==> src/edd_ram.sv <==
// Generic single-write, single-read memory with registered read data.
// No dependencies; holds the two line banks of the error store.
`default_nettype none

module edd_ram #(
	parameter int WIDTH = 8,
	parameter int DEPTH = 16,
	localparam int AW = $clog2(DEPTH)
) (
	input  wire logic             clk,
	input  wire logic             we,
	input  wire logic [AW-1:0]    waddr,
	input  wire logic [WIDTH-1:0] wdata,
	input  wire logic             re,
	input  wire logic [AW-1:0]    raddr,
	output logic      [WIDTH-1:0] rdata
);

	logic [WIDTH-1:0] mem [DEPTH];

	// Write and registered read; read data holds while re is low
	always_ff @(posedge clk) begin
		if (we) begin
			mem[waddr] <= wdata;
		end
		if (re) begin
			rdata <= mem[raddr];
		end
	end

endmodule

`default_nettype wire

==> config.mk <==
export PLATFORM = sky130hd
export DESIGN_NAME = edd_ram
export DESIGN_NICKNAME = d
export VERILOG_FILES = /design/src/edd_ram.sv
export SDC_FILE = /design/constraint.sdc
export NUM_CORES = 1
export LEC_CHECK = 0
export ABC_AREA = 1
export BUFFER_PORTS_ARGS = -buffer_cell sky130_fd_sc_hd__buf_2
export CORE_ASPECT_RATIO = 1.2
export CORE_MARGIN = 2
export CORE_UTILIZATION = 35
export DETAILED_ROUTE_END_ITERATION = 6
export SETUP_SLACK_MARGIN = 0.1
export SLEW_MARGIN = 15
export SYNTH_ARGS = -nofsm -noshare
export SYNTH_HDL_FRONTEND = slang
export SYNTH_SLANG_ARGS = --single-unit
==> constraint.sdc <==
create_clock -name clk -period 1.4 [get_ports clk]
set_input_delay 0.14 -clock clk [delete_from_list [all_inputs] [get_ports clk]]
set_output_delay 0.14 -clock clk [all_outputs]
set_load 0.005 [all_outputs]
==> impl_metrics.json, run 1 <==
{
  "outcome": "completed",
  "clk_pin_slew_ns": 0.06,
  "viasPerCell": 4.76,
  "grt_pass1_wl_um": 21500,
  "multi_input_area_um2": 1210,
  "dp_slack_ns": -0.0141,
  "synth_top_area_share_pct": 69.8,
  "cp.required_ns": 1.56,
  "yosysTopAreaCell": "edfxtp_1",
  "root_buffer": "clkbuf_16",
  "firstDrtPassIters": 5,
  "seq_area_um2": 4080,
  "synth_warnings": 0,
  "powerDensity_nw_per_um2": 1410,
  "fill_cells": 1552,
  "dieArea_um2": 17800,
  "cts_buffer_depth": 2,
  "maxSlewHeadroom_pct": 58.0,
  "worstHoldEndpoint": "rdata[5]",
  "areaGrowthSynthToFinish_pct": 18.4,
  "final-setup-viol-count": 0,
  "holdCritPathClass": "in2reg",
  "clock.fmax_mhz": 854,
  "peakVddDrop_v": 0.000688,
  "placed_cell_area_um2": 6310,
  "die_h_um": 146,
  "period_share_pct": 83.6,
  "fin_crit_ns": 1.17,
  "ys.flop_type": "edfxtp_1",
  "hpwl_um": 8830,
  "r2r-end": "rdata[1]",
  "tritoncts": "yes",
  "synth_most_common_cell": "nand2_1",
  "syn_area_um2": 5850,
  "critPathArrivalTime_ns": 1.33,
  "r2r_start": "mem[8][1]",
  "routed_wl_um": 13900,
  "antenna_left": 0,
  "wl_per_cell_um": 16.9,
  "core_area_um2": 16300,
  "crit_path_start_kind": "register",
  "synth_commonest_cells": "nand2_1 (173), edfxtp_1 (136), inv_1 (100)",
  "synthCells": 551,
  "htree_levels": 4,
  "die_width_um": 122,
  "yosysSeqAreaShare_pct": 69.8,
  "clock_latency_ns": 0.42,
  "synth_seq_cells": 136,
  "hold_slack_ns": 0.102,
  "start_util_pct": 35.9,
  "cts_made_buffers": 17,
  "drt-initial-drc-count": 257,
  "grt_usage_pct": 16.6,
  "final_area_um2": 6920,
  "rsz0062_at_grt": "false",
  "num_vias": 3908,
  "slew_violations": 0,
  "worst_r2r_path_depth": 6,
  "antenna_found_initial": 0,
  "ctsResizeCount": 0,
  "synth.avg_cell_area_um2": 10.6,
  "p_total_mw": 9.78,
  "port_buffers": 26,
  "rrSetupSlack_ns": 0.23,
  "min_from": "re",
  "grt_max_degree": 37,
  "cap_violations": 0,
  "grt_pass1_vias": 4014,
  "p_leak_nw": 2.97,
  "nets": 616,
  "postCtsSetupBuffers": 0,
  "synth-edff-count": 136,
  "cts_hold_buf": 0,
  "n_antenna_cell": 0,
  "yosysUniqueCellTypes": 11,
  "pin_count": 27,
  "cp-end-kind": "register",
  "drive_gt1_share_pct": 13.6,
  "tns_ns": 0,
  "worstHoldPathCells": 1,
  "place.gp.congestion": 0.835,
  "synth.area.top_cells": "edfxtp_1 (70%), nand2_1 (11%), nand3_1 (8.3%), inv_1 (6.4%), buf_6 (1.2%)",
  "ys_async_sr_fraction_pct": 0,
  "finalWorstSetupSlack_ns": 0.229,
  "core.rowCount": 51,
  "criticalPathCategory": "reg2reg",
  "skew_ns": 0.00793,
  "final-hold-violation-count": 0,
  "synth.net_count": 570,
  "clock_sinks": 136,
  "worst_slew_pin_slew_ns": 0.630,
  "overflow": 0,
  "cp_max_fo": 1,
  "drc_errors": 0
}
-- metrics by stage --
step | utilization [%] | cells
final | 42.5 | 821
after global placement | 38.8 | 790
after global routing | 42.5 | 821
after CTS | 42.5 | 821
after floorplan | - | 551
after detailed placement | 38.8 | 790
-- layout by cell type (no fill, tap or decap) --
| cell type | n |
|---|---|
| nand3b_1 | 2 |
| clkinv_1 | 1 |
| edfxtp_1 | 136 |
| clkbuf_16 | 17 |
| nand3_1 | 97 |
| buf_2 | 26 |
| nor2_1 | 17 |
| inv_1 | 100 |
| nand2_1 | 173 |
| clkinvlp_4 | 4 |
| buf_4 | 21 |
| clkinv_4 | 1 |
| buf_12 | 4 |
| bufinv_16 | 4 |
| inv_2 | 2 |
| clkinv_2 | 4 |
-- logic make-up (layout without fill, tap and decap cells) --
logic type,Yosys count,count (layout),share of synthesized area (%)
buffers and inverters,126,184,9.39
DFF,136,136,69.8
and+or+nand+nor,289,289,20.8
-- area by class of cell --
class / count / share of cell area, %
Sequential cell: 136 / 59.0
Multi-Input combinational cell: 289 / 17.5
Tap cell: 212 / 3.83
Clock inverter: 14 / 2.64
Inverter: 102 / 5.53
Clock buffer: 17 / 6.15
Timing Repair Buffer: 51 / 5.31
-- routing by layer --
metal | track usage, % | wire length [um] | share of wire, %
met1 | 19.7 | 5640 | 41
met2 | 28.4 | 7320 | 53
met3 | 4.04 | 630 | 4.5
met4 | 6.90 | 269 | 1.9
met5 | 0 | 0 | 0
-- registers in the layout, summed over array words and instances, names as in the netlist --
signal  flops
mem       128
rdata       8
-- report_power, final --
group	switching (mW)	internal [mW]
combinational	0.400	0.177
clock	1.64	2.95
sequential	0.0329	4.59
-- worst max-delay path, cell delays in order (launching register included) --
cell	delay [ns]
edfxtp_1	0.38
inv_1	0.07
nand2_1	0.05
nand3_1	0.07
nand3_1	0.12
nand3_1	0.17
nand2_1	0.06
-- worst max-delay path by stage --
stage	cells after the start	end	slack, ns	start
2_1_floorplan	2	mem[10][0]	0.31	waddr[2]
3_3_place_gp	8	rdata[1]	-0.005	raddr[0]
3_5_place_dp	8	rdata[1]	-0.01	raddr[0]
4_1_cts	1	rdata[1]	0.23	rdata[1]
5_1_grt	6	rdata[1]	0.17	mem[8][1]
6_report	6	rdata[1]	0.23	mem[8][1]
Note: power is estimated with default switching activity, not from simulation.
==> inputs of run 2 (changes only) <==
==> constraint.sdc (replaced) <==
create_clock -name clk -period 1 [get_ports clk]
set_input_delay 0.1 -clock clk [delete_from_list [all_inputs] [get_ports clk]]
set_output_delay 0.1 -clock clk [all_outputs]
set_load 0.005 [all_outputs]
==> impl_metrics.json, run 2 (same netlist as run 1, synthesis figures left out) <==
{
  "crit_path_start_kind": "register",
  "cts_buffer_depth": 2,
  "port_buffers": 26,
  "regMostFlops": "mem",
  "peakVddDrop_v": 0.00116,
  "worstHoldPathCells": 1,
  "cts_hold_buf": 0,
  "powerDensity_nw_per_um2": 1940,
  "grt_max_degree": 56,
  "routed_wl_um": 13400,
  "criticalPathCategory": "reg2reg",
  "dieArea_um2": 17800,
  "stdcell_count": 830,
  "viasPerCell": 4.73,
  "period_share_pct": 110,
  "cp.depth": 6,
  "rsz0062_at_grt": "true",
  "p_leak_nw": 3.21,
  "drc_errors": 0,
  "num_vias": 3929,
  "cap_violations": 0,
  "core.rowCount": 51,
  "cp_top_family": "simple AND/OR/NAND/NOR gates",
  "finalWorstSetupSlack_ns": -0.100,
  "worst_slew_pin_slew_ns": 0.431,
  "final_cell_mix": "nand2_1 (166), edfxtp_1 (136), inv_1 (99)",
  "antenna_left": 0,
  "antenna_found_initial": 0,
  "clock.fmax_mhz": 909,
  "clk_pin_slew_ns": 0.06,
  "hold_slack_ns": 0.0314,
  "maxSlewHeadroom_pct": 71.2,
  "layout_commonest_cell": "nand2_1",
  "r2r_start": "mem[1][4]",
  "nets": 624,
  "placed_cells": 798,
  "cts_made_buffers": 17,
  "largest_register_ffs": 128,
  "n_antenna_cell": 0,
  "core_area_um2": 16300,
  "slowest_delay_ns": 0.37,
  "seq_area_um2": 4080,
  "slew_violations": 0,
  "worst-path-buf-inv": 1,
  "dp_slack_ns": -0.316,
  "grt_usage_pct": 16.0,
  "fin_crit_ns": 1.10,
  "tritoncts": "yes",
  "rrSetupSlack_ns": -0.10,
  "r2r-end": "rdata[4]",
  "die_width_um": 122,
  "grt_pass1_wl_um": 21000,
  "die_h_um": 146,
  "hpwl_um": 8580,
  "crit_top_cell": "nand3_2",
  "multi_input_area_um2": 1570,
  "overflow": 0,
  "holdCritPathClass": "in2reg",
  "final-setup-viol-count": 11,
  "violations": "negative setup slack",
  "clock_sinks": 136,
  "firstDrtPassIters": 5,
  "areaGrowthSynthToFinish_pct": 29.7,
  "cp_max_fo": 1,
  "postCtsSetupBuffers": 0,
  "biggestRegsByFlops": "mem x128, rdata x8",
  "critPathArrivalTime_ns": 1.26,
  "htree_levels": 4,
  "worst_r2r_path_depth": 6,
  "cp.required_ns": 1.16,
  "skew_ns": 0.0105,
  "path_cells": "inv_1, nand2_1, nand3_2, nand3_2, nand3_2, nand2_2",
  "drive_gt1_share_pct": 27.3,
  "place.gp.congestion": 0.876,
  "pin_count": 27,
  "worst_path_max_delay_cell": "edfxtp_1",
  "wl_per_cell_um": 16.2,
  "grt_pass1_vias": 3978,
  "outcome": "finished, violations left",
  "fill_cells": 1425,
  "drt-initial-drc-count": 371,
  "crit_end": "rdata[4]",
  "final-hold-violation-count": 0,
  "start_util_pct": 35.9,
  "cp-end-kind": "register",
  "cp-startpoint": "mem[1][4]",
  "clock_latency_ns": 0.42,
  "root_buffer": "clkbuf_16"
}
-- run 2: cell count changes in the layout (fill, tap and decap cells not counted), moves of 3 or more --
cell | before | now
nand3_1 | 97 | 37
clkinv_2 | 4 | 0
buf_4 | 21 | 16
nor2_2 | 0 | 8
nand2_1 | 173 | 166
nor2_1 | 17 | 8
nand3_2 | 0 | 59
nand2_2 | 0 | 7
bufinv_16 | 4 | 7
buf_12 | 4 | 17
-- run 2: stage by stage --
stage / power (mW) / setup TNS, ns / area, um^2 / utilization [%]
floorplan: 7.04 / -1.78 / 5890 / -
global placement: 7.42 / -12.03 / 6560 / 40.3
detailed placement: 7.44 / -13.78 / 6560 / 40.3
CTS: 14.7 / -0.678 / 7390 / 45.4
global route: 15.1 / -1.32 / 7590 / 46.6
finish: 14.7 / -0.643 / 7590 / 46.6
-- run 2: worst reg2reg max path, cell delays in order, from the launching register on --
cell and delay (ns):
edfxtp_1 0.37, inv_1 0.07, nand2_1 0.06, nand3_2 0.09, nand3_2 0.09, nand3_2 0.09, nand2_2 0.09
-- run 2: where the power goes --
part | internal, mW | switching (mW)
sequential | 6.42 | 0.0307
combinational | 0.350 | 0.641
clock | 4.94 | 2.34
total | 11.7 | 3.01
-- run 2: final cells by class --
class,instances,area share [%]
clock inverters,15,3.58
flip-flops and latches,136,53.8
clock buffers,17,5.61
repair buffers,59,7.78
inverters,102,5.05
multi-input cells,289,20.6
well taps,212,3.50
-- run 2: worst min-delay path by stage --
stage                            to     start
after floorplan           mem[0][0]  wdata[0]
after global placement     rdata[4]        re
after detailed placement   rdata[0]        re
after CTS                  rdata[4]        re
after global routing       rdata[4]        re
final                      rdata[4]        re
-- run 2: routing by layer --
layer | vias to the layer above | wire, um | global-route usage, %
met5 | - | 0 | 0
met4 | 0 | 416 | 7.41
met3 | 30 | 531 | 3.88
met2 | 105 | 7030 | 27.4
met1 | 1903 | 5460 | 18.7
li1 | 1891 | - | -
-- run 2: timing repair --
action / CTS / global route
cloned: 0 / 0
pin swaps: 24 / 30
resized for setup: 27 / 41
setup endpoints to repair: 16 / 16
