$ cat src/edd_pkg.sv
// Shared types, constants and helpers for the RGB error-diffusion ditherer.
// No dependencies; used by edd_chan and error_diffusion_dither_rgb2bit_core.
`default_nettype none

package edd_pkg;

	// Geometry
	localparam int NCH      = 3;
	localparam int PIX_W    = 8;
	localparam int LVL_W    = 2;
	localparam int MAX_LINE = 1024;
	localparam int COL_W    = $clog2(MAX_LINE);
	localparam int LEN_W    = COL_W + 1;
	localparam int LEN_RESET = 300;

	// Error format: signed pixel units with ERR_FRAC fraction bits
	localparam int ERR_FRAC = 8;
	localparam int ERR_W    = ERR_FRAC + PIX_W + 1;
	localparam int V_W      = ERR_W + 1;
	localparam int X_W      = ERR_W + 2;
	localparam int P_W      = ERR_W + 4;
	localparam int ROW_W    = NCH * ERR_W;
	localparam int ERR_HI   = (1 << (ERR_W - 1)) - 1;
	localparam int ERR_LO   = -(1 << (ERR_W - 1));

	// Quantizer step and rounding thresholds (ties away from zero)
	localparam int STEP_D = 85 << ERR_FRAC;
	localparam int HALF_D = 85 << (ERR_FRAC - 1);
	localparam int TH1    = STEP_D - HALF_D;
	localparam int TH2    = 2 * STEP_D - HALF_D;
	localparam int TH3    = 3 * STEP_D - HALF_D;

	// Error store: two line banks back to back in one memory
	localparam int RAM_DEPTH = 2 * MAX_LINE;
	localparam int ADDR_W    = COL_W + 1;

	typedef logic signed [ERR_W-1:0] err_t;
	typedef err_t [NCH-1:0] err_row_t;

	// Per-pixel control into each channel slice
	typedef struct packed {
		logic sof;
		logic eol;
	} ctl_t;

	// Clamp a widened error back into the stored range
	function automatic err_t sat_err(input logic signed [X_W-1:0] x);
		logic signed [X_W-1:0] hi;
		logic signed [X_W-1:0] lo;
		hi = X_W'(ERR_HI);
		lo = X_W'(ERR_LO);
		if (x > hi) begin
			return err_t'(hi);
		end else if (x < lo) begin
			return err_t'(lo);
		end
		return err_t'(x);
	endfunction

endpackage

`default_nettype wire

$ cat src/edd_chan.sv
// One color channel: quantize pixel plus diffused error, split the error into shares.
// Depends on edd_pkg for the error format, thresholds and saturation.
`default_nettype none

module edd_chan (
	input  wire logic [edd_pkg::PIX_W-1:0] pixel,
	input  wire edd_pkg::err_t             stored,
	input  wire edd_pkg::err_t             carry,
	input  wire edd_pkg::err_t             acc_prev,
	input  wire edd_pkg::err_t             acc_cur,
	input  wire edd_pkg::ctl_t             ctl,
	output logic [edd_pkg::LVL_W-1:0]      level,
	output edd_pkg::err_t                  carry_nx,
	output edd_pkg::err_t                  prev_fin,
	output edd_pkg::err_t                  cur_fin,
	output edd_pkg::err_t                  nxt_acc
);

	localparam int ERR_W = edd_pkg::ERR_W;
	localparam int V_W   = edd_pkg::V_W;
	localparam int X_W   = edd_pkg::X_W;
	localparam int P_W   = edd_pkg::P_W;
	localparam int ZPAD  = V_W - edd_pkg::PIX_W - edd_pkg::ERR_FRAC;

	localparam logic signed [V_W-1:0] PTH1 = V_W'(edd_pkg::TH1);
	localparam logic signed [V_W-1:0] PTH2 = V_W'(edd_pkg::TH2);
	localparam logic signed [V_W-1:0] PTH3 = V_W'(edd_pkg::TH3);
	localparam logic signed [V_W-1:0] NTH1 = V_W'(-edd_pkg::TH1);
	localparam logic signed [V_W-1:0] NTH2 = V_W'(-edd_pkg::TH2);
	localparam logic signed [V_W-1:0] NTH3 = V_W'(-edd_pkg::TH3);

	edd_pkg::err_t           carry_in;
	edd_pkg::err_t           prev_in;
	edd_pkg::err_t           cur_in;
	logic signed [X_W-1:0]   in_sum;
	edd_pkg::err_t           in_err;
	logic signed [V_W-1:0]   v;
	logic                    neg;
	logic [edd_pkg::LVL_W-1:0] q;
	logic signed [X_W-1:0]   mag;
	logic signed [X_W-1:0]   e_full;
	edd_pkg::err_t           e;
	logic signed [P_W-1:0]   ex;
	logic signed [P_W-1:0]   p7;
	logic signed [P_W-1:0]   p5;
	logic signed [P_W-1:0]   p3;
	edd_pkg::err_t           sh7;
	edd_pkg::err_t           sh5;
	edd_pkg::err_t           sh3;
	edd_pkg::err_t           sh1;

	// Drop carried and accumulated error on frame start
	assign carry_in = ctl.sof ? '0 : carry;
	assign prev_in  = ctl.sof ? '0 : acc_prev;
	assign cur_in   = ctl.sof ? '0 : acc_cur;

	// Combine stored and carried error, then add the scaled pixel
	assign in_sum = X_W'(stored) + X_W'(carry_in);
	assign in_err = edd_pkg::sat_err(in_sum);
	assign v = $signed({{ZPAD{1'b0}}, pixel, {edd_pkg::ERR_FRAC{1'b0}}}) + V_W'(in_err);
	assign neg = v[V_W-1];

	// Round magnitude to the nearest step, capped at three steps
	always_comb begin
		if (!neg) begin
			if (v >= PTH3) begin
				q = 2'd3;
			end else if (v >= PTH2) begin
				q = 2'd2;
			end else if (v >= PTH1) begin
				q = 2'd1;
			end else begin
				q = 2'd0;
			end
		end else begin
			if (v <= NTH3) begin
				q = 2'd3;
			end else if (v <= NTH2) begin
				q = 2'd2;
			end else if (v <= NTH1) begin
				q = 2'd1;
			end else begin
				q = 2'd0;
			end
		end
	end

	always_comb begin
		case (q)
			2'd0:    mag = '0;
			2'd1:    mag = X_W'(edd_pkg::STEP_D);
			2'd2:    mag = X_W'(2 * edd_pkg::STEP_D);
			2'd3:    mag = X_W'(3 * edd_pkg::STEP_D);
			default: mag = '0;
		endcase
	end

	// Quantization error against the signed level
	assign e_full = neg ? (X_W'(v) + mag) : (X_W'(v) - mag);
	assign e      = edd_pkg::sat_err(e_full);
	assign level  = neg ? '0 : q;

	// Floyd-Steinberg shares, rounded toward minus infinity
	assign ex  = P_W'(e);
	assign p7  = (ex <<< 3) - ex;
	assign p5  = (ex <<< 2) + ex;
	assign p3  = (ex <<< 1) + ex;
	assign sh7 = ERR_W'(p7 >>> 4);
	assign sh5 = ERR_W'(p5 >>> 4);
	assign sh3 = ERR_W'(p3 >>> 4);
	assign sh1 = ERR_W'(ex >>> 4);

	// Right neighbor and next-line window updates
	assign carry_nx = ctl.eol ? '0 : sh7;
	assign prev_fin = edd_pkg::sat_err(X_W'(prev_in) + X_W'(sh3));
	assign cur_fin  = edd_pkg::sat_err(X_W'(cur_in) + X_W'(sh5));
	assign nxt_acc  = sh1;

endmodule

`default_nettype wire

$ cat config.mk
export PLATFORM = sky130hd
export DESIGN_NAME = edd_chan
export DESIGN_NICKNAME = d
export VERILOG_FILES = /design/src/edd_pkg.sv /design/src/edd_chan.sv
export SDC_FILE = /design/constraint.sdc
export NUM_CORES = 1
export LEC_CHECK = 0
export BUFFER_PORTS_ARGS = -buffer_cell sky130_fd_sc_hd__buf_2
export CAP_MARGIN = 10
export CORE_MARGIN = 3
export CORE_UTILIZATION = 55
export DETAILED_ROUTE_END_ITERATION = 16
export PLACE_DENSITY = 0.88
export REMOVE_ABC_BUFFERS = 1
export SYNTH_ARGS = -nofsm -noshare
export SYNTH_HDL_FRONTEND = slang
export SYNTH_SLANG_ARGS = --single-unit
$ cat constraint.sdc
create_clock -name vclk -period 25.3
set_input_delay 5.06 -clock vclk [all_inputs]
set_output_delay 5.06 -clock vclk [all_outputs]
set_load 0.03 [all_outputs]
==> impl_metrics.csv, run 1 <==
group,metric,value,unit
status,outcome,"finished, final reports clean",
final_layout,fin_nets,1300,
grt,grt_most_used_layer,"met2",
final_layout,fin_cells,1264,
routing,ant_nets,0,
run,drv_cap,0,
yosys,synth_top_area_share,21.3,%
worst_hold_path,hold_class,"in2out",
routing,post_drt_via_cell_ratio,5.99,
setup_path,startpoint_type,"input pin",
yosys,yosysWarnings,0,
final_layout,drive_gt1_share,19.4,%
grt,met3_usage,1.53,%
clock_tree,post_cts_buffers,0,
grt,grt_usage,25.0,%
routing,avgRoutedWirePerCell,14.9,um
placed_design,io_buffers,148,
routing,drt-pass1-iter-count,6,
timing,setup_viol,0,
yosys,synth.yosys.seq_area_share,0,%
timing,tightest_slew,0.711,ns
timing,slew_viol_final,0,
yosys,synth_largest_area_cell,"ha_1",
setup_path,cp_common_cell,"a21oi_1",
setup_path,cp.required,20.24,ns
floorplanning,start_util,57.3,%
grt,grt_pass1_wl,31.4,mm
timing,fin_tns_setup,0,ns
timing,max_freq,0.0418,GHz
setup_path,cpPeakStageDelay,0.53,ns
grt,grt_util_met1,35.1,%
grt,grt_max_degree,35,
timing,finalCriticalPeriod,23.92,ns
grt,grt_use_met2,42.1,%
placed_design,gp_congestion,0.930,
yosys,netlist_area,0.00700,mm2
timing,final-hold-violation-count,0,
setup_path,worstPathArrival,18.86,ns
grt,overflow,0,
setup_path,cpMaxStageDelayCell,"a31oi_1",
floorplanning,ios,148,
timing,grt_setup_unrepaired,"no",
final_layout,clkbuf_count,0,
grt,grt_pass1_vias,6913,
yosys,yosysUniqueCellTypes,97,
routing,wl,18.8,mm
final_layout,design_area,0.00777,mm2
floorplanning,die_h,119,um
yosys,synthTopCellsByArea,"ha_1 (21%), a21oi_1 (7.2%), xnor2_1 (7.0%), nor2b_1 (5.2%), nor2_1 (4.9%)",
floorplanning,die-width,119,um
routing,drcViolationCount,0,
timing,maxSlewHeadroom,52.6,%
placed_design,dpl_cell_area,0.00775,mm2
setup_path,path_class,"in2out",
yosys,synth_common_cells,"ha_1 (119), a21oi_1 (100), nor2_1 (92), inv_1 (64), nor2b_1 (58)",
floorplanning,core_area,0.0122,mm2
yosys,syn_avg_cell_area,7.16,um2
final_layout,flops_and_latches,0,
final_layout,ff_latch_area,0,um2
final_layout,area.growth.synth_to_final,11.0,%
timing,fin_crit_sh,94.6,%
floorplanning,rows,40,
routing,vias,7573,
setup_path,cp_max_fo,18,
final_layout,fin_util,63.6,%
final_layout,fill_cells,1141,
placed_design,placed_cells,1264,
routing,drt_iter0_drc,565,
floorplanning,die-area,0.0141,mm2
yosys,yosysMostFrequentCell,"ha_1",
placed_design,dp_hpwl,15.8,mm
final_layout,antennaDiodeCount,0,
setup_path,cp-end-kind,"output port",
yosys,synthCells,977,
grt,antenna_found_initial,0,
[cell usage in the layout, fill, tap and decap left out, drive strengths merged, types with 4 or more instances in the layout]
cell type,count
nor2,92
ha,119
nand2b,19
a211o,5
inv,64
o221ai,4
or2,11
maj3,11
and3,10
a211oi,14
nor2b,58
o211ai,9
a21oi,102
xnor2,56
buf,151
nor3b,7
mux2,6
a2111oi,5
a21o,34
or3,9
nand4,9
fa,5
nor4,4
o21a,21
o21bai,15
mux2i,4
o22ai,4
o21ba,6
nor3,33
o31ai,5
and2,13
a31oi,11
o21ai,47
a41oi,6
nand2,38
nand3,22
xor2,24
[routing by layer]
metal | up-vias | wire length (um)
li1 | 3823 | -
met1 | 3435 | 8710
met2 | 275 | 8620
met3 | 40 | 1120
met4 | 0 | 349
met5 | - | 0
[what timing repair did]
action	in CTS	in global routing
hold buffers	0	0
setup endpoints to repair	0	16
gates resized for setup	0	3
[critical path: cells and delay by family]
kind | cells | cell delay (ns)
compound gates | 28 | 6.46
simple gates | 15 | 2.95
fa+ha+maj | 8 | 2.69
buf+inv | 5 | 0.97
xor+xnor | 2 | 0.56
mux | 1 | 0.12
[final timing paths]
kind,startpoint,end,slack (ns),cells after the start
hold / removal,ctl[0],carry_nx[5],10.69,3
setup / recovery,ctl[1],cur_fin[6],1.38,59
[area by class of cell]
type,instances,area [um2],share of cell area (%)
Inverter,64,240,3.09
Multi-Input combinational cell,881,6550,84.4
Tap cell,168,210,2.71
Timing Repair Buffer,151,763,9.83
[through the flow]
stage                     hold WS (ns)  worst slack, ns
after global routing             10.74           0.0146
after global placement           10.68             1.76
after detailed placement         10.69             1.34
after floorplan                  10.23            0.520
after CTS                        10.69             1.31
final                            10.69             1.38
[logic make-up after synthesis]
logic type               count (synthesis)  share of synthesized area [%]
XOR/XNOR                                80                           10.0
AO/OA/AOI/OAI                          320                           32.2
adder cells (fa/ha/maj)                135                           24.3
multiplexers                            10                           1.59
buffers and inverters                   96                           6.49
AND/OR/NAND/NOR                        336                           25.4
Power of run 1 is left out: the tool's default activity adds up to more than one toggle a clock period on the data nets, which glitch-free logic cannot reach.
==> inputs of run 2 (changes only) <==
--- a/config.mk
+++ b/config.mk
@@ -11,6 +11,7 @@
 export CORE_UTILIZATION = 55
 export DETAILED_ROUTE_END_ITERATION = 16
 export PLACE_DENSITY = 0.88
+export RECOVER_POWER = 50
 export REMOVE_ABC_BUFFERS = 1
 export SYNTH_ARGS = -nofsm -noshare
 export SYNTH_HDL_FRONTEND = slang
==> impl_metrics.csv, run 2 (synthesis results as in run 1) <==
group,metric,value,unit
routing,wl_met1,8.68,mm
grt,grt_max_degree,35,
routing,post_drt_via_cell_ratio,6.00,
setup_path,path_class,"in2out",
setup_path,cp_max_fo,18,
final_layout,fin_cells,1264,
timing,final-hold-violation-count,0,
floorplanning,die_h,119,um
routing,ant_nets,0,
routing,drt-pass1-iter-count,5,
worst_hold_path,hold_class,"in2out",
floorplanning,die-width,119,um
timing,tightest_slew,0.714,ns
timing,fin_crit_sh,94.7,%
routing,drcViolationCount,0,
final_layout,flops_and_latches,0,
final_layout,final_common_cell,"buf_2",
clock_tree,post_cts_buffers,0,
timing,setup_viol,0,
run,drv_cap,0,
placed_design,dp_hpwl,15.8,mm
placed_design,placed_cells,1264,
timing,slew_viol_final,0,
timing,fin_tns_setup,0,ns
timing,finalCriticalPeriod,23.96,ns
status,outcome,"finished, final reports clean",
routing,met3_length,1.16,mm
floorplanning,die-area,0.0141,mm2
setup_path,cpMaxStageDelayCell,"a31oi_1",
final_layout,drive_gt1_share,19.3,%
setup_path,cp-end-kind,"output port",
setup_path,cp_common_cell,"a21oi_1",
final_layout,multi_input_area,0.00655,mm2
routing,avgRoutedWirePerCell,14.9,um
final_layout,ff_latch_area,0,um2
placed_design,gp_congestion,0.930,
final_layout,layout_common_cells,"buf_2 (148), ha_1 (119), a21oi_1 (100)",
setup_path,cpPeakStageDelay,0.53,ns
setup_path,startpoint_type,"input pin",
final_layout,fill_cells,1141,
final_layout,clkbuf_count,0,
final_layout,fin_nets,1300,
timing,maxSlewHeadroom,52.4,%
routing,dr_wl_met2,8.60,mm
setup_path,worstPathArrival,18.90,ns
grt,grt_pass1_vias,6913,
grt,grt_usage,25.0,%
timing,grt_setup_unrepaired,"no",
routing,drt_iter0_drc,600,
timing,max_freq,0.0417,GHz
final_layout,area.growth.synth_to_final,11.0,%
grt,antenna_found_initial,0,
setup_path,cp.required,20.24,ns
grt,overflow,0,
floorplanning,start_util,57.3,%
routing,vias,7588,
placed_design,io_buffers,148,
routing,wl,18.8,mm
routing,highest_layer,"met4",
floorplanning,ios,148,
floorplanning,rows,40,
grt,grt_pass1_wl,31.4,mm
final_layout,antennaDiodeCount,0,
floorplanning,core_area,0.0122,mm2
-- run 2: changes by cell type in the layout (fill, tap and decap cells not counted), sizes merged --
cell    before  now
clkbuf       0    1
buf        151  150
-- run 2: path summary, 6_finish.rpt --
path | startpoint | end | slack, ns | depth (start not counted)
max | ctl[1] | cur_fin[6] | 1.34 | 59
min | ctl[0] | carry_nx[5] | 10.69 | 3
-- run 2: area by class of cell --
type / instances / share of cell area [%]
inverters: 64 / 3.09
multi-input cells: 881 / 84.4
repair buffers: 151 / 9.78
well taps: 168 / 2.71
-- run 2: per-stage QoR --
stage	worst slack, ns	instance area, um2	util, %	hold slack (ns)
finish	1.34	7760	63.6	10.69
global route	0.0146	7760	63.6	10.74
CTS	1.31	7750	63.5	10.69
detailed placement	1.34	7750	63.5	10.69
global placement	1.76	7750	63.5	10.68
floorplan	0.520	6780	-	10.23
-- run 2: worst max-delay path, delay by kind of cell --
kind                     cells  cell delay [ns]
AO/OA/AOI/OAI               28             6.47
XOR/XNOR                     2             0.57
adder cells (fa/ha/maj)      8             2.71
buffers and inverters        5             0.97
multiplexers                 1             0.12
AND/OR/NAND/NOR             15             2.95
-- run 2: timing repair --
action                     CTS  global route
setup endpoints to repair    0            16
gates resized for setup      0             3
hold buffers                 0             0
-- run 2: per-layer routing --
layer | GRT usage [%] | vias up
met3 | 1.53 | 45
met1 | 35.1 | 3442
met4 | 5.43 | 0
li1 | - | 3820
met2 | 42.1 | 281
met5 | 0 | -
Power of run 2 is left out for the same reason.
==> inputs of run 3 (changes only) <==
--- a/config.mk
+++ b/config.mk
@@ -7,10 +7,12 @@
 export LEC_CHECK = 0
 export BUFFER_PORTS_ARGS = -buffer_cell sky130_fd_sc_hd__buf_2
 export CAP_MARGIN = 10
+export CELL_PAD_IN_SITES_DETAIL_PLACEMENT = 1
+export CELL_PAD_IN_SITES_GLOBAL_PLACEMENT = 2
 export CORE_MARGIN = 3
-export CORE_UTILIZATION = 55
+export CORE_UTILIZATION = 32
 export DETAILED_ROUTE_END_ITERATION = 16
-export PLACE_DENSITY = 0.88
+export PLACE_DENSITY = 0.92
 export RECOVER_POWER = 50
 export REMOVE_ABC_BUFFERS = 1
 export SYNTH_ARGS = -nofsm -noshare
==> impl_metrics.csv, run 3 (synthesis results as in run 1) <==
group,metric,value,unit
status,outcome,"finished, final reports clean",
timing,slew_viol_final,0,
grt,grt_pass1_wl,38.1,mm
final_layout,antennaDiodeCount,0,
routing,vias,7435,
placed_design,place_ws,1.09,ns
floorplanning,core_area,0.0212,mm2
setup_path,startpoint_type,"input pin",
grt,overflow,0,
worst_hold_path,hold_class,"in2out",
floorplanning,start_util,33.0,%
worst_hold_path,worstHoldStart,"ctl[0]",
floorplanning,ios,148,
run,drv_cap,0,
grt,antenna_found_initial,1,
timing,max_freq,0.0420,GHz
floorplanning,die_h,154,um
routing,drcViolationCount,0,
floorplanning,die-width,154,um
clock_tree,ctsHoldBuffers,0,
timing,finalCriticalPeriod,23.83,ns
final_layout,fin_util,37.3,%
final_layout,flops_and_latches,0,
floorplanning,rows,53,
placed_design,dpl_cell_area,0.00789,mm2
grt,grt_max_degree,34,
grt,grt_pass1_vias,7714,
timing,setup_viol,0,
routing,ant_nets,0,
timing,tightest_slew,0.765,ns
routing,drt-pass1-iter-count,4,
final_layout,drive_gt1_share,19.9,%
routing,post_drt_via_cell_ratio,5.42,
timing,fin_tns_setup,0,ns
setup_path,cp_max_fo,19,
routing,dr_wl_met2,10.5,mm
final_layout,area.growth.synth_to_final,13.2,%
timing,fin_crit_sh,94.2,%
setup_path,path_class,"in2out",
final_layout,layout_common_cells,"buf_2 (148), ha_1 (119), a21oi_1 (100)",
timing,final-hold-violation-count,0,
setup_path,worstPathArrival,18.77,ns
timing,maxSlewHeadroom,49.0,%
floorplanning,die-area,0.0237,mm2
timing,grt_setup_unrepaired,"no",
routing,met3_length,987,um
setup_path,cpPeakStageDelay,0.52,ns
final_layout,clkbuf_count,0,
routing,wl,22.7,mm
routing,avgRoutedWirePerCell,16.6,um
routing,drt_iter0_drc,258,
setup_path,cpMaxStageDelayCell,"or3_1",
routing,highest_layer,"met4",
timing,postLayoutSetupSlackWorst,1.47,ns
final_layout,fin_nets,1300,
setup_path,cp-end-kind,"output port",
final_layout,design_area,0.00792,mm2
final_layout,final_common_cell,"buf_2",
final_layout,ff_latch_area,0,um2
placed_design,dp_hpwl,19.4,mm
grt,grt_usage,18.5,%
routing,wl_met1,11.0,mm
worst_hold_path,whs_endpoint,"carry_nx[11]",
setup_path,cp.required,20.24,ns
placed_design,io_buffers,148,
placed_design,gp_congestion,0.910,
worst_hold_path,hold_depth,3,
setup_path,cp_common_cell,"a21oi_1",
run 3: cell count changes in the layout (fill, tap and decap cells not counted):
cell	delta
clkbuf_1	-1
and2_2	+2
nor2_1	-1
o21ai_1	-1
and2_1	-2
nor2_2	+1
a2111oi_1	+1
a31oi_1	-1
buf_4	+1
o21ai_0	+1
a2111oi_0	-1
a31oi_2	+1
xnor2_2	+1
xnor2_1	-1
run 3: what timing repair did:
| action | CTS | global route |
|---|---|---|
| endpoints found under the setup margin | 0 | 32 |
| buffers inserted | 0 | 0 |
| gates resized for setup | 0 | 9 |
run 3: critical path: cells and delay by family:
family          cells  cell delay, ns
simple gates       18            4.00
compound gates     24            5.66
fa+ha+maj           8            2.54
mux                 1            0.26
xor+xnor            2            0.37
buf+inv             4            0.81
run 3: per-stage QoR:
step	instances	hold WS, ns
global placement	1371	10.69
CTS	1371	10.71
global route	1371	10.74
floorplan	945	10.23
finish	1371	10.70
detailed placement	1371	10.70
run 3: final cells by class:
class | count | area, um2
fill | 2748 | 13300
inverter | 64 | 240
multi-input combinational | 881 | 6570
tap | 275 | 344
timing repair buffer | 151 | 763
run 3: worst max-delay path by stage:
stage,from,to,slack (ns),depth (start not counted)
6_report,ctl[1],cur_fin[1],1.47,57
5_1_grt,ctl[1],prev_fin[8],0.06,60
4_1_cts,ctl[1],prev_fin[6],1.06,57
3_5_place_dp,ctl[1],prev_fin[6],1.09,57
3_3_place_gp,ctl[1],prev_fin[4],1.49,57
2_1_floorplan,carry[0],cur_fin[4],0.52,46
run 3: per-layer routing:
metal | up-vias | global-route usage, %
li1 | 3807 | -
met1 | 3478 | 25.9
met2 | 128 | 31.8
met3 | 22 | 1.58
met4 | 0 | 2.10
met5 | - | 0
Power of run 3 is left out for the same reason.
